### config.mk
export PLATFORM = sky130hd
export DESIGN_NAME = periodic_timer_table
export DESIGN_NICKNAME = d
export VERILOG_FILES = /design/src/rtl/core/ptt_pkg.sv /design/src/rtl/core/ptt_slot_alu.sv /design/src/rtl/core/periodic_timer_table.sv
export SDC_FILE = /design/constraint.sdc
export NUM_CORES = 1
export LEC_CHECK = 0
export ABC_CLOCK_PERIOD_IN_PS = 16300
export BUFFER_PORTS_ARGS = -buffer_cell sky130_fd_sc_hd__buf_2
export CAP_MARGIN = 20
export CORE_MARGIN = 4
export CORE_UTILIZATION = 55
export DETAILED_ROUTE_END_ITERATION = 10
export GPL_TIMING_DRIVEN = 0
export HOLD_SLACK_MARGIN = 0.12
export PLACE_DENSITY_LB_ADDON = 0.15
export SYNTH_ARGS = -nofsm -noshare
export SYNTH_HDL_FRONTEND = slang
export SYNTH_HIERARCHICAL = 1
export SYNTH_SLANG_ARGS = --single-unit
### constraint.sdc
create_clock -name clk -period 16.3 [get_ports clk]
set_input_delay 3.26 -clock clk [delete_from_list [all_inputs] [get_ports clk]]
set_output_delay 3.26 -clock clk [all_outputs]
set_load 0.01 [all_outputs]
### src/rtl/core/ptt_pkg.sv
// Package for the periodic timer table: codes, slot record and update types.
// Used by ptt_slot_alu and periodic_timer_table.
`default_nettype none

package ptt_pkg;

  // Field widths of the stream beats
  localparam int KIND_W  = 2;
  localparam int ID_W    = 4;
  localparam int CNT_W   = 16;
  localparam int EV_W    = 3;
  localparam int S_DATA_W = 40;
  localparam int M_DATA_W = 8;

  // Input item kinds; the fourth code is ignored
  localparam logic [KIND_W-1:0] KIND_TICK  = 2'd0;
  localparam logic [KIND_W-1:0] KIND_REG   = 2'd1;
  localparam logic [KIND_W-1:0] KIND_UNREG = 2'd2;

  // Result codes
  localparam logic [EV_W-1:0] EV_REGISTERED = 3'd0;
  localparam logic [EV_W-1:0] EV_DUPLICATE  = 3'd1;
  localparam logic [EV_W-1:0] EV_REMOVED    = 3'd2;
  localparam logic [EV_W-1:0] EV_NOT_FOUND  = 3'd3;
  localparam logic [EV_W-1:0] EV_FIRED      = 3'd4;
  localparam logic [EV_W-1:0] EV_FIRED_LAST = 3'd5;
  localparam logic [EV_W-1:0] EV_QUIET      = 3'd6;

  // Sequencer states
  typedef enum logic [2:0] {
    ST_IDLE,
    ST_READ,
    ST_UPDATE,
    ST_PUSH,
    ST_DONE
  } state_t;

  // One slot entry of the timer memory
  typedef struct packed {
    logic [CNT_W-1:0] period;
    logic [CNT_W-1:0] elapsed;
    logic [CNT_W-1:0] loops;
  } slot_rec_t;

  // Outcome of advancing one slot by one tick
  typedef struct packed {
    logic [CNT_W-1:0] elapsed;
    logic [CNT_W-1:0] loops;
    logic             fired;
    logic             final_fire;
    logic             keep;
  } upd_t;

endpackage

`default_nettype wire

### src/rtl/core/ptt_slot_alu.sv
// Shared tick update unit: advances one slot record by one tick.
// Depends on ptt_pkg for the slot record and update types.
`default_nettype none

module ptt_slot_alu (
  input  ptt_pkg::slot_rec_t rec,
  output ptt_pkg::upd_t      upd
);

  logic [ptt_pkg::CNT_W-1:0] elapsed_inc;
  logic [ptt_pkg::CNT_W-1:0] loops_dec;
  logic                      hit;

  // Count up and compare against the period; wrap on a zero period
  assign elapsed_inc = rec.elapsed + ptt_pkg::CNT_W'(1);
  assign hit         = (elapsed_inc == rec.period);
  assign loops_dec   = rec.loops - ptt_pkg::CNT_W'(1);

  // Reload on a hit, drop one repeat, free the slot when repeats run out
  always_comb begin
    upd.fired      = hit;
    upd.elapsed    = hit ? '0 : elapsed_inc;
    upd.loops      = hit ? loops_dec : rec.loops;
    upd.keep       = (upd.loops != '0);
    upd.final_fire = hit && (loops_dec == '0);
  end

endmodule

`default_nettype wire

### src/rtl/core/periodic_timer_table.sv
// Periodic timer table: SLOTS timer slots swept by one shared update unit.
// Register and unregister: result shows in the cycle after the input beat;
// the next input is taken once that result leaves. Tick: the item is accepted,
// then each slot is read, each active slot updated and written back, each
// firing pushed and the sweep closed; output stalls hold the sweep. The final beat
// shows next and the next input is taken once it leaves. Reset (rst) frees all slots.
`default_nettype none

module periodic_timer_table #(
  parameter int SLOTS = 16
) (
  input  wire logic                           clk,
  input  wire logic                           rst,
  // s_tdata: kind[1:0], timer_id[5:2], period[21:6], loop_count[37:22], zero pad
  input  wire logic [ptt_pkg::S_DATA_W-1:0]  s_tdata,
  input  wire logic                           s_tvalid,
  output logic                                s_tready,
  // m_tdata: event_res[2:0], fired_id[6:3], zero pad
  output logic [ptt_pkg::M_DATA_W-1:0]       m_tdata,
  output logic                                m_tlast,
  output logic                                m_tvalid,
  input  wire logic                           m_tready
);

  localparam int IDX_W = (SLOTS > 1) ? $clog2(SLOTS) : 1;
  localparam logic [IDX_W-1:0] LAST_SLOT = IDX_W'(SLOTS - 1);

  // Input beat fields
  logic [ptt_pkg::KIND_W-1:0] kind;
  logic [ptt_pkg::ID_W-1:0]   timer_id;
  logic [ptt_pkg::CNT_W-1:0]  period;
  logic [ptt_pkg::CNT_W-1:0]  loop_count;
  logic [IDX_W-1:0]           id_idx;
  logic                       id_in_range;
  logic                       in_accept;
  logic                       out_free;

  assign kind       = s_tdata[1:0];
  assign timer_id   = s_tdata[5:2];
  assign period     = s_tdata[21:6];
  assign loop_count = s_tdata[37:22];
  assign id_idx     = IDX_W'(timer_id);
  assign id_in_range = ({{(32 - ptt_pkg::ID_W){1'b0}}, timer_id} < 32'(SLOTS));

  // Control and payload registers
  ptt_pkg::state_t            state, state_next;
  logic [IDX_W-1:0]           slot, slot_next;
  logic [SLOTS-1:0]           valid, valid_next;
  logic                       out_valid, out_valid_next;
  logic [ptt_pkg::EV_W-1:0]   out_ev, out_ev_next;
  logic [ptt_pkg::ID_W-1:0]   out_id, out_id_next;
  logic                       out_last, out_last_next;
  logic                       pend_valid, pend_valid_next;
  logic [ptt_pkg::ID_W-1:0]   pend_id, pend_id_next;
  logic                       pend_final, pend_final_next;
  logic [ptt_pkg::ID_W-1:0]   cur_id, cur_id_next;
  logic                       cur_final, cur_final_next;

  // Slot memory ports
  ptt_pkg::slot_rec_t         mem [SLOTS];
  ptt_pkg::slot_rec_t         rd_data;
  ptt_pkg::slot_rec_t         mem_wdata;
  logic [IDX_W-1:0]           mem_waddr;
  logic                       mem_we;
  ptt_pkg::upd_t              upd;

  assign s_tready  = (state == ptt_pkg::ST_IDLE) && !out_valid;
  assign in_accept = s_tvalid && s_tready;
  assign out_free  = !out_valid || m_tready;

  assign m_tvalid = out_valid;
  assign m_tdata  = {1'b0, out_id, out_ev};
  assign m_tlast  = out_last;

  // Shared update unit
  ptt_slot_alu u_alu (
    .rec (rd_data),
    .upd (upd)
  );

  // Write one slot per cycle when enabled, read the swept slot with a registered output
  always_ff @(posedge clk) begin
    if (mem_we) begin
      mem[mem_waddr] <= mem_wdata;
    end
    rd_data <= mem[slot];
  end

  // Sequencer: next state and datapath controls
  always_comb begin
    state_next      = state;
    slot_next       = slot;
    valid_next      = valid;
    out_valid_next  = out_valid && !m_tready;
    out_ev_next     = out_ev;
    out_id_next     = out_id;
    out_last_next   = out_last;
    pend_valid_next = pend_valid;
    pend_id_next    = pend_id;
    pend_final_next = pend_final;
    cur_id_next     = cur_id;
    cur_final_next  = cur_final;
    mem_we          = 1'b0;
    mem_waddr       = slot;
    mem_wdata       = '{period: upd.elapsed, elapsed: upd.elapsed, loops: upd.loops};
    mem_wdata.period = rd_data.period;

    unique case (state)
      ptt_pkg::ST_IDLE: begin
        if (in_accept) begin
          if (kind == ptt_pkg::KIND_REG) begin
            out_valid_next = 1'b1;
            out_id_next    = timer_id;
            out_last_next  = 1'b1;
            if (id_in_range && !valid[id_idx]) begin
              valid_next[id_idx] = 1'b1;
              mem_we      = 1'b1;
              mem_waddr   = id_idx;
              mem_wdata   = '{period: period, elapsed: '0, loops: loop_count};
              out_ev_next = ptt_pkg::EV_REGISTERED;
            end else begin
              out_ev_next = ptt_pkg::EV_DUPLICATE;
            end
          end else if (kind == ptt_pkg::KIND_UNREG) begin
            out_valid_next = 1'b1;
            out_id_next    = timer_id;
            out_last_next  = 1'b1;
            if (id_in_range && valid[id_idx]) begin
              valid_next[id_idx] = 1'b0;
              out_ev_next = ptt_pkg::EV_REMOVED;
            end else begin
              out_ev_next = ptt_pkg::EV_NOT_FOUND;
            end
          end else if (kind == ptt_pkg::KIND_TICK) begin
            slot_next       = '0;
            pend_valid_next = 1'b0;
            state_next      = ptt_pkg::ST_READ;
          end
        end
      end

      // Skip free slots; the read of an active slot lands next cycle
      ptt_pkg::ST_READ: begin
        if (valid[slot]) begin
          state_next = ptt_pkg::ST_UPDATE;
        end else if (slot == LAST_SLOT) begin
          state_next = ptt_pkg::ST_DONE;
        end else begin
          slot_next  = slot + IDX_W'(1);
        end
      end

      // Write back the advanced record and hold a firing for output
      ptt_pkg::ST_UPDATE: begin
        mem_we = 1'b1;
        if (!upd.keep) begin
          valid_next[slot] = 1'b0;
        end
        if (upd.fired) begin
          cur_id_next    = ptt_pkg::ID_W'(slot);
          cur_final_next = upd.final_fire;
          state_next     = ptt_pkg::ST_PUSH;
        end else if (slot == LAST_SLOT) begin
          state_next = ptt_pkg::ST_DONE;
        end else begin
          slot_next  = slot + IDX_W'(1);
          state_next = ptt_pkg::ST_READ;
        end
      end

      // Release the previous firing (not last) and park the new one
      ptt_pkg::ST_PUSH: begin
        if (!pend_valid || out_free) begin
          if (pend_valid) begin
            out_valid_next = 1'b1;
            out_id_next    = pend_id;
            out_ev_next    = pend_final ? ptt_pkg::EV_FIRED_LAST : ptt_pkg::EV_FIRED;
            out_last_next  = 1'b0;
          end
          pend_valid_next = 1'b1;
          pend_id_next    = cur_id;
          pend_final_next = cur_final;
          if (slot == LAST_SLOT) begin
            state_next = ptt_pkg::ST_DONE;
          end else begin
            slot_next  = slot + IDX_W'(1);
            state_next = ptt_pkg::ST_READ;
          end
        end
      end

      // Close the tick with the last firing or a quiet beat
      ptt_pkg::ST_DONE: begin
        if (out_free) begin
          out_valid_next  = 1'b1;
          out_last_next   = 1'b1;
          if (pend_valid) begin
            out_id_next = pend_id;
            out_ev_next = pend_final ? ptt_pkg::EV_FIRED_LAST : ptt_pkg::EV_FIRED;
          end else begin
            out_id_next = '0;
            out_ev_next = ptt_pkg::EV_QUIET;
          end
          pend_valid_next = 1'b0;
          state_next      = ptt_pkg::ST_IDLE;
        end
      end

      default: begin
        state_next = ptt_pkg::ST_IDLE;
      end
    endcase
  end

  // Control registers
  always_ff @(posedge clk) begin
    if (rst) begin
      state      <= ptt_pkg::ST_IDLE;
      valid      <= '0;
      out_valid  <= 1'b0;
      pend_valid <= 1'b0;
      slot       <= '0;
    end else begin
      state      <= state_next;
      valid      <= valid_next;
      out_valid  <= out_valid_next;
      pend_valid <= pend_valid_next;
      slot       <= slot_next;
    end
  end

  // Payload registers
  always_ff @(posedge clk) begin
    out_ev     <= out_ev_next;
    out_id     <= out_id_next;
    out_last   <= out_last_next;
    pend_id    <= pend_id_next;
    pend_final <= pend_final_next;
    cur_id     <= cur_id_next;
    cur_final  <= cur_final_next;
  end

endmodule

`default_nettype wire

## Word-level counts from Yosys, hierarchy flattened

Memory sizes are Yosys's and may differ from the RTL's. A register that Yosys moved wholly into a read port is not among the register bits.
Index checks and enable logic that the tools add are counted.

| storage, ports and cells | value |
|---|---|
| memories | 1 |
| register bits after elaboration | 43 |
| input bits | 44 |
| latch bits | 0 |
| word-level logic and storage cells | 163 |
| bits in read-only memories | 0 |
| bits in writable memories | 768 |

| cells by class | value |
|---|---|
| reductions and logical operators | 25 |
| multiplexer cells | 91 |
| multiply operators | 0 |
| eq/ne operators | 22 |
| bitwise operators | 5 |
| magnitude comparators | 4 |
| div/mod/pow operators | 0 |
| add/sub/neg operators | 3 |
| shift-type cells | 0 |

Memory list:

| memory | depth | width | rd ports | clocked after memory_dff | write ports | RTL line | text |
|---|---|---|---|---|---|---|---|
| mem | 16 | 48 | 1 | 1 | 1 | periodic_timer_table.sv:60 | `ptt_pkg::slot_rec_t mem [SLOTS];` |

Operator list:

| cell | number |
|---|---|
| two-way mux 48 bit | 4 |
| two-way mux 16 bit | 8 |
| two-way mux 4 bit | 19 |
| two-way mux 3 bit | 16 |
| AND 16 bit | 2 |
| NOT 16 bit | 2 |
| one-hot mux 16 bit (2 select lines) | 1 |
| two-way mux 1 bit | 30 |
| != test 2 bit, second input constant | 9 |
| adder 16 x 1 -> 16 bit, second input constant | 1 |
| == test 16 bit | 1 |
| zero test 16 bit | 1 |
| OR 16 bit | 1 |
| one-hot mux 4 bit (4 select lines) | 1 |
| nonzero test 16 bit | 1 |
| subtractor 16 x 1 -> 16 bit, second input constant | 1 |
| one-hot mux 3 bit (5 select lines) | 1 |
| AND reduction 7 bit | 2 |
| one-hot mux 4 bit (3 select lines) | 1 |
| AND reduction 6 bit | 2 |
| less-than comparator 4 x 5 -> 1 bit, second input constant | 2 |
| one-hot mux 1 bit (3 select lines) | 3 |
| one-hot mux 3 bit (3 select lines) | 1 |
| binary-select mux 1 bit (select 4 bit) | 2 |
| other kinds (24) | 38 |

## Depth between registers and ports, before layout

| depth | value |
|---|---|
| depth in word-level cells | 11 |
| gate-level depth with buffers | 17 |
| gate-level depth less buffers | 15 |

## Cells and area by module

Netlist, hierarchy kept.

By module, submodules not included:

| module | area each (µm²) | seq. area each (µm²) | times used | cells each |
|---|---|---|---|---|
| periodic_timer_table | 33385.8 | 25064.0 | 1 | 1602 |
| ptt_slot_alu | 1706.6 | 0.0 | 1 | 252 |

## Worst setup path after synthesis

No wires, ideal clock.

| path | value |
|---|---|
| kind | input to register |
| start point | input s_tdata[2] in the netlist's numbering |
| end point | memory mem[1][0] in the netlist's numbering, enable pin |
| arrival time | 9888 ps |
| path buffers | 1 |
| path slack | 5827 ps |
| cell stages on the path | 9 |
| setup time | 586 ps |
| cell sequence | buf_4 > mux4_2 > mux2i_4 > mux2i_4 > inv_2 > ha_1 > a21oi_1 > or3_1 > o41ai_1 |

| on the way | value |
|---|---|
| longest elaborated chain between the ends | 8 |

Ends and longest elaborated chain:

| item | RTL line | text |
|---|---|---|
| start, declared | periodic_timer_table.sv:15 | `input wire logic [ptt_pkg::S_DATA_W-1:0] s_tdata,` |
| binary-select mux 1 bit (select 4 bit) | periodic_timer_table.sv:115 | `if (id_in_range && !valid[id_idx]) begin` |
| two-way mux 1 bit (implied by the code) | periodic_timer_table.sv:115 |  |
| two-way mux 1 bit | periodic_timer_table.sv:115 |  |
| two-way mux 1 bit | periodic_timer_table.sv:111 | `if (kind == ptt_pkg::KIND_REG) begin` |
| two-way mux 1 bit | periodic_timer_table.sv:110 | `if (in_accept) begin` |
| one-hot mux 1 bit (2 select lines) | periodic_timer_table.sv:108 | `unique case (state)` |
| two-way mux 1 bit | periodic_timer_table.sv:83 | `if (mem_we) begin` |
| two-way mux 1 bit (implied by the code) | periodic_timer_table.sv:84 | `mem[mem_waddr] <= mem_wdata;` |
| end, declared | periodic_timer_table.sv:60 |  |

Parallel ways exist; a longest one is shown, timed or not. The select of a mux whose other input is x is not followed.

## Worst setup path after layout

| path | value |
|---|---|
| start point | input s_tdata[2] in the netlist's numbering |
| end point | memory mem[2][25] in the netlist's numbering, enable pin |

The elaborated chain is that of the path after synthesis.

==> flow_metrics.env <==
export IMPL_worst_ep_arrival_time_ps=7600
export IMPL_setup_violations_final=0
export IMPL_grt_use_total_pct=26.7
export IMPL_cts_buffers=87
export IMPL_rows=92
export IMPL_drive_gt1_share_pct=28.0
export IMPL_cts_resized=0
export IMPL_synthTopCellsByCount="edfxtp_1 (786), mux4_2 (246), nand2_1 (136)"
export IMPL_via_per_inst=6.43
export IMPL_dr_first_iter_drc_count=2303
export IMPL_synth_cell_area_sq_mm=0.0351
export IMPL_power_internal_w=0.00368
export IMPL_synth_cell_types=76
export IMPL_fin_skew_ps=18.9
export IMPL_dr_total_vias=19300
export IMPL_syn_inst=1854
export IMPL_avgSynthCellArea_sq_um=18.9
export IMPL_synth_edf_count=786
export IMPL_hold_viol_final=0
export IMPL_cts_sinks=859
export IMPL_grt_max_degree=20
export IMPL_cts_setup_buffers=0
export IMPL_yosys_most_used_dff="edfxtp_1"
export IMPL_combPwrFrac_pct=5.4
export IMPL_antenna_found_initial=1
export IMPL_place_area_sq_mm=0.0380
export IMPL_die_x_um=261
export IMPL_finalCritPeriodShare_pct=44.6
export IMPL_cts_tree="built"
export IMPL_dieArea_sq_mm=0.0679
export IMPL_min_period_ps=7260
export IMPL_cap_violations=0
export IMPL_ys_seq_area_share_pct=71.4
export IMPL_synth_fp_nets=1906
export IMPL_slew_headroom_pct=27.4
export IMPL_routed_wl_um=88800
export IMPL_fillers=4319
export IMPL_hold_path_class="reg -> reg"
export IMPL_cts_root_buf="clkbuf_16"
export IMPL_leakagePower_nw=12.9
export IMPL_ios=55
export IMPL_h_tree_depth=3
export IMPL_firstDrtPassIters=6
export IMPL_synth_top_area_share_pct=67.3
export IMPL_multi_input_area_sq_mm=0.00967
export IMPL_critPathMaxFanout=7
export IMPL_async_reset_ff_share_pct=0
export IMPL_dp_hpwl_um=60400
export IMPL_hold_ws_ps=419
export IMPL_finalMaxSlewViolations=0
export IMPL_grt_pass1_vias=19500
export IMPL_ant_nets=0
export IMPL_area_growth_pct=16.7
export IMPL_crit_required_ps=16640
export IMPL_end_kind="flop"
export IMPL_gp_congestion=0.889
export IMPL_core_sq_mm=0.0631
export IMPL_synth_top_cell_by_area="edfxtp_1"
export IMPL_fin_cells=3008
export IMPL_critPathKind="in -> reg"
export IMPL_clock_path_buffers=3
export IMPL_fin_setup_tns_ps=0
export IMPL_fmax_mhz=138
export IMPL_dp_cells=2837
export IMPL_nNetsFinal=2139
export IMPL_drc=0
export IMPL_yosysWarnings=6
export IMPL_regArea_sq_mm=0.0251
export IMPL_utilization_pct=64.9
export IMPL_seqPwrFrac_pct=52.7
export IMPL_rsz0062_at_grt="false"
export IMPL_port_buffer_count=47
export IMPL_p_sw_w=0.00101
export IMPL_finalInstanceArea_sq_mm=0.0409
export IMPL_swShare_pct=21.6
export IMPL_powerDensity_mw_per_mm2=115
export IMPL_clk_latency_ps=650
export IMPL_clock_power_share_pct=41.9
export IMPL_cts_reportedPaths_clkPinSlew_ps=60
export IMPL_worst_slew_pin_slew_ps=1090
export IMPL_synthTopCellsByArea="edfxtp_1 (67%), mux4_2 (16%), dfxtp_1 (4.2%), nand2_1 (1.5%), xnor2_1 (0.72%)"
export IMPL_yosysMostFrequentCell="edfxtp_1"
export IMPL_die_h_um=261
export IMPL_peakVddDrop_mv=0.118
export IMPL_start_util_pct=55.6
export IMPL_critPathLaunchType="input port"
export IMPL_overflow=0
export IMPL_diodes=0
export IMPL_wl_per_cell_um=29.5
export IMPL_ys_ff_latch=859
export IMPL_status="complete, no violations"
export IMPL_holdBufCountCts=0
export IMPL_grt_pass1_wl_um=131000
## routing by layer
| layer | global-route usage [%] | wire (um) | vias to the layer above | share of wire [%] |
|---|---|---|---|---|
| met1 | 37.4 | 34900 | 10200 | 39 |
| met4 | 6.86 | 2030 | 0 | 2.3 |
| li1 | - | - | 8084 | - |
| met3 | 3.99 | 6520 | 144 | 7.3 |
| met2 | 44.9 | 45400 | 917 | 51 |
| met5 | 0 | 0 | - | 0 |
## cells by family (layout without fill, tap and decap cells)
group,after synthesis,in the layout,share of synthesized area [%]
xor+xnor,48,48,1.36
fa+ha+maj,8,8,0.285
other cells,1,1,0.0107
compound gates,189,189,3.84
simple gates,361,361,5.19
flops,859,859,71.4
buf+inv,127,435,1.57
mux,261,261,16.3
## sequential cells by signal, indices dropped and copies added, names as in the netlist, named ones only
name	flops
slot	4
pend_id	4
out_ev	3
rd_data	48
m_tlast	1
m_tvalid	1
state	3
out_id	4
mem	768
pend_final	1
cur_id	4
pend_valid	1
cur_final	1
## through the flow
step | total power, W | setup slack [ps]
final | 0.00470 | 9040
after CTS | 0.00472 | 9110
after global routing | 0.00485 | 8940
after global placement | 0.00275 | -1420
after detailed placement | 0.00277 | 8450
after floorplan | 0.00268 | 5830
## final cells by class
class	instances	area share, %
sequential	859	61.2
clock buffer	119	5.93
buffer	113	1.22
tap	846	2.59
clock inverter	45	0.990
inverter	14	0.128
multi-input combinational	868	23.6
timing repair buffer	144	4.31
## critical path: stages
cell and delay (ps):
buf_4 150, mux4_2 550, mux2i_4 210, mux2i_4 120
inv_2 110, ha_1 150, a21oi_1 230, buf_4 270
or3_1 470, o41ai_2 820, buf_4 330, buf_6 170
buf_4 190, buf_4 180, buf_4 180, buf_4 180
## path summary, 6_finish.rpt
kind / slack [ps] / startpoint / depth (start not counted) / to
worst min-delay path: 420 / cur_id[1] / 0 / pend_id[1]
worst max register to register: 10830 / rd_data[16] / 15 / flop
worst min register to register: 420 / cur_id[1] / 0 / pend_id[1]
worst max-delay path: 9040 / s_tdata[2] / 16 / mem[2][25]
## power by group through the flow
stage	Combinational (W)	Clock, W	Sequential, W
after floorplan	0.000165	0	0.00251
after global placement	0.000233	0	0.00252
after detailed placement	0.000252	0	0.00252
after CTS	0.000254	0.00200	0.00247
after global routing	0.000277	0.00210	0.00247
final	0.000255	0.00197	0.00247
## cell usage in the layout, fill, tap and decap left out, types with 16 or more instances in the layout
cell type  instances
edfxtp_1         786
mux4_2           246
nand2_1          136
clkbuf_16         88
dfxtp_1           73
buf_2             72
clkbuf_1          66
nor2_1            54
buf_8             43
a21oi_1           39
buf_1             32
buf_4             29
nand3_1           29
xnor2_1           29
and2_1            23
o21ai_0           19
buf_16            19
o22ai_1           17
nand2b_1          16
clkinv_1          16
Note: power is estimated with default switching activity, not from simulation.
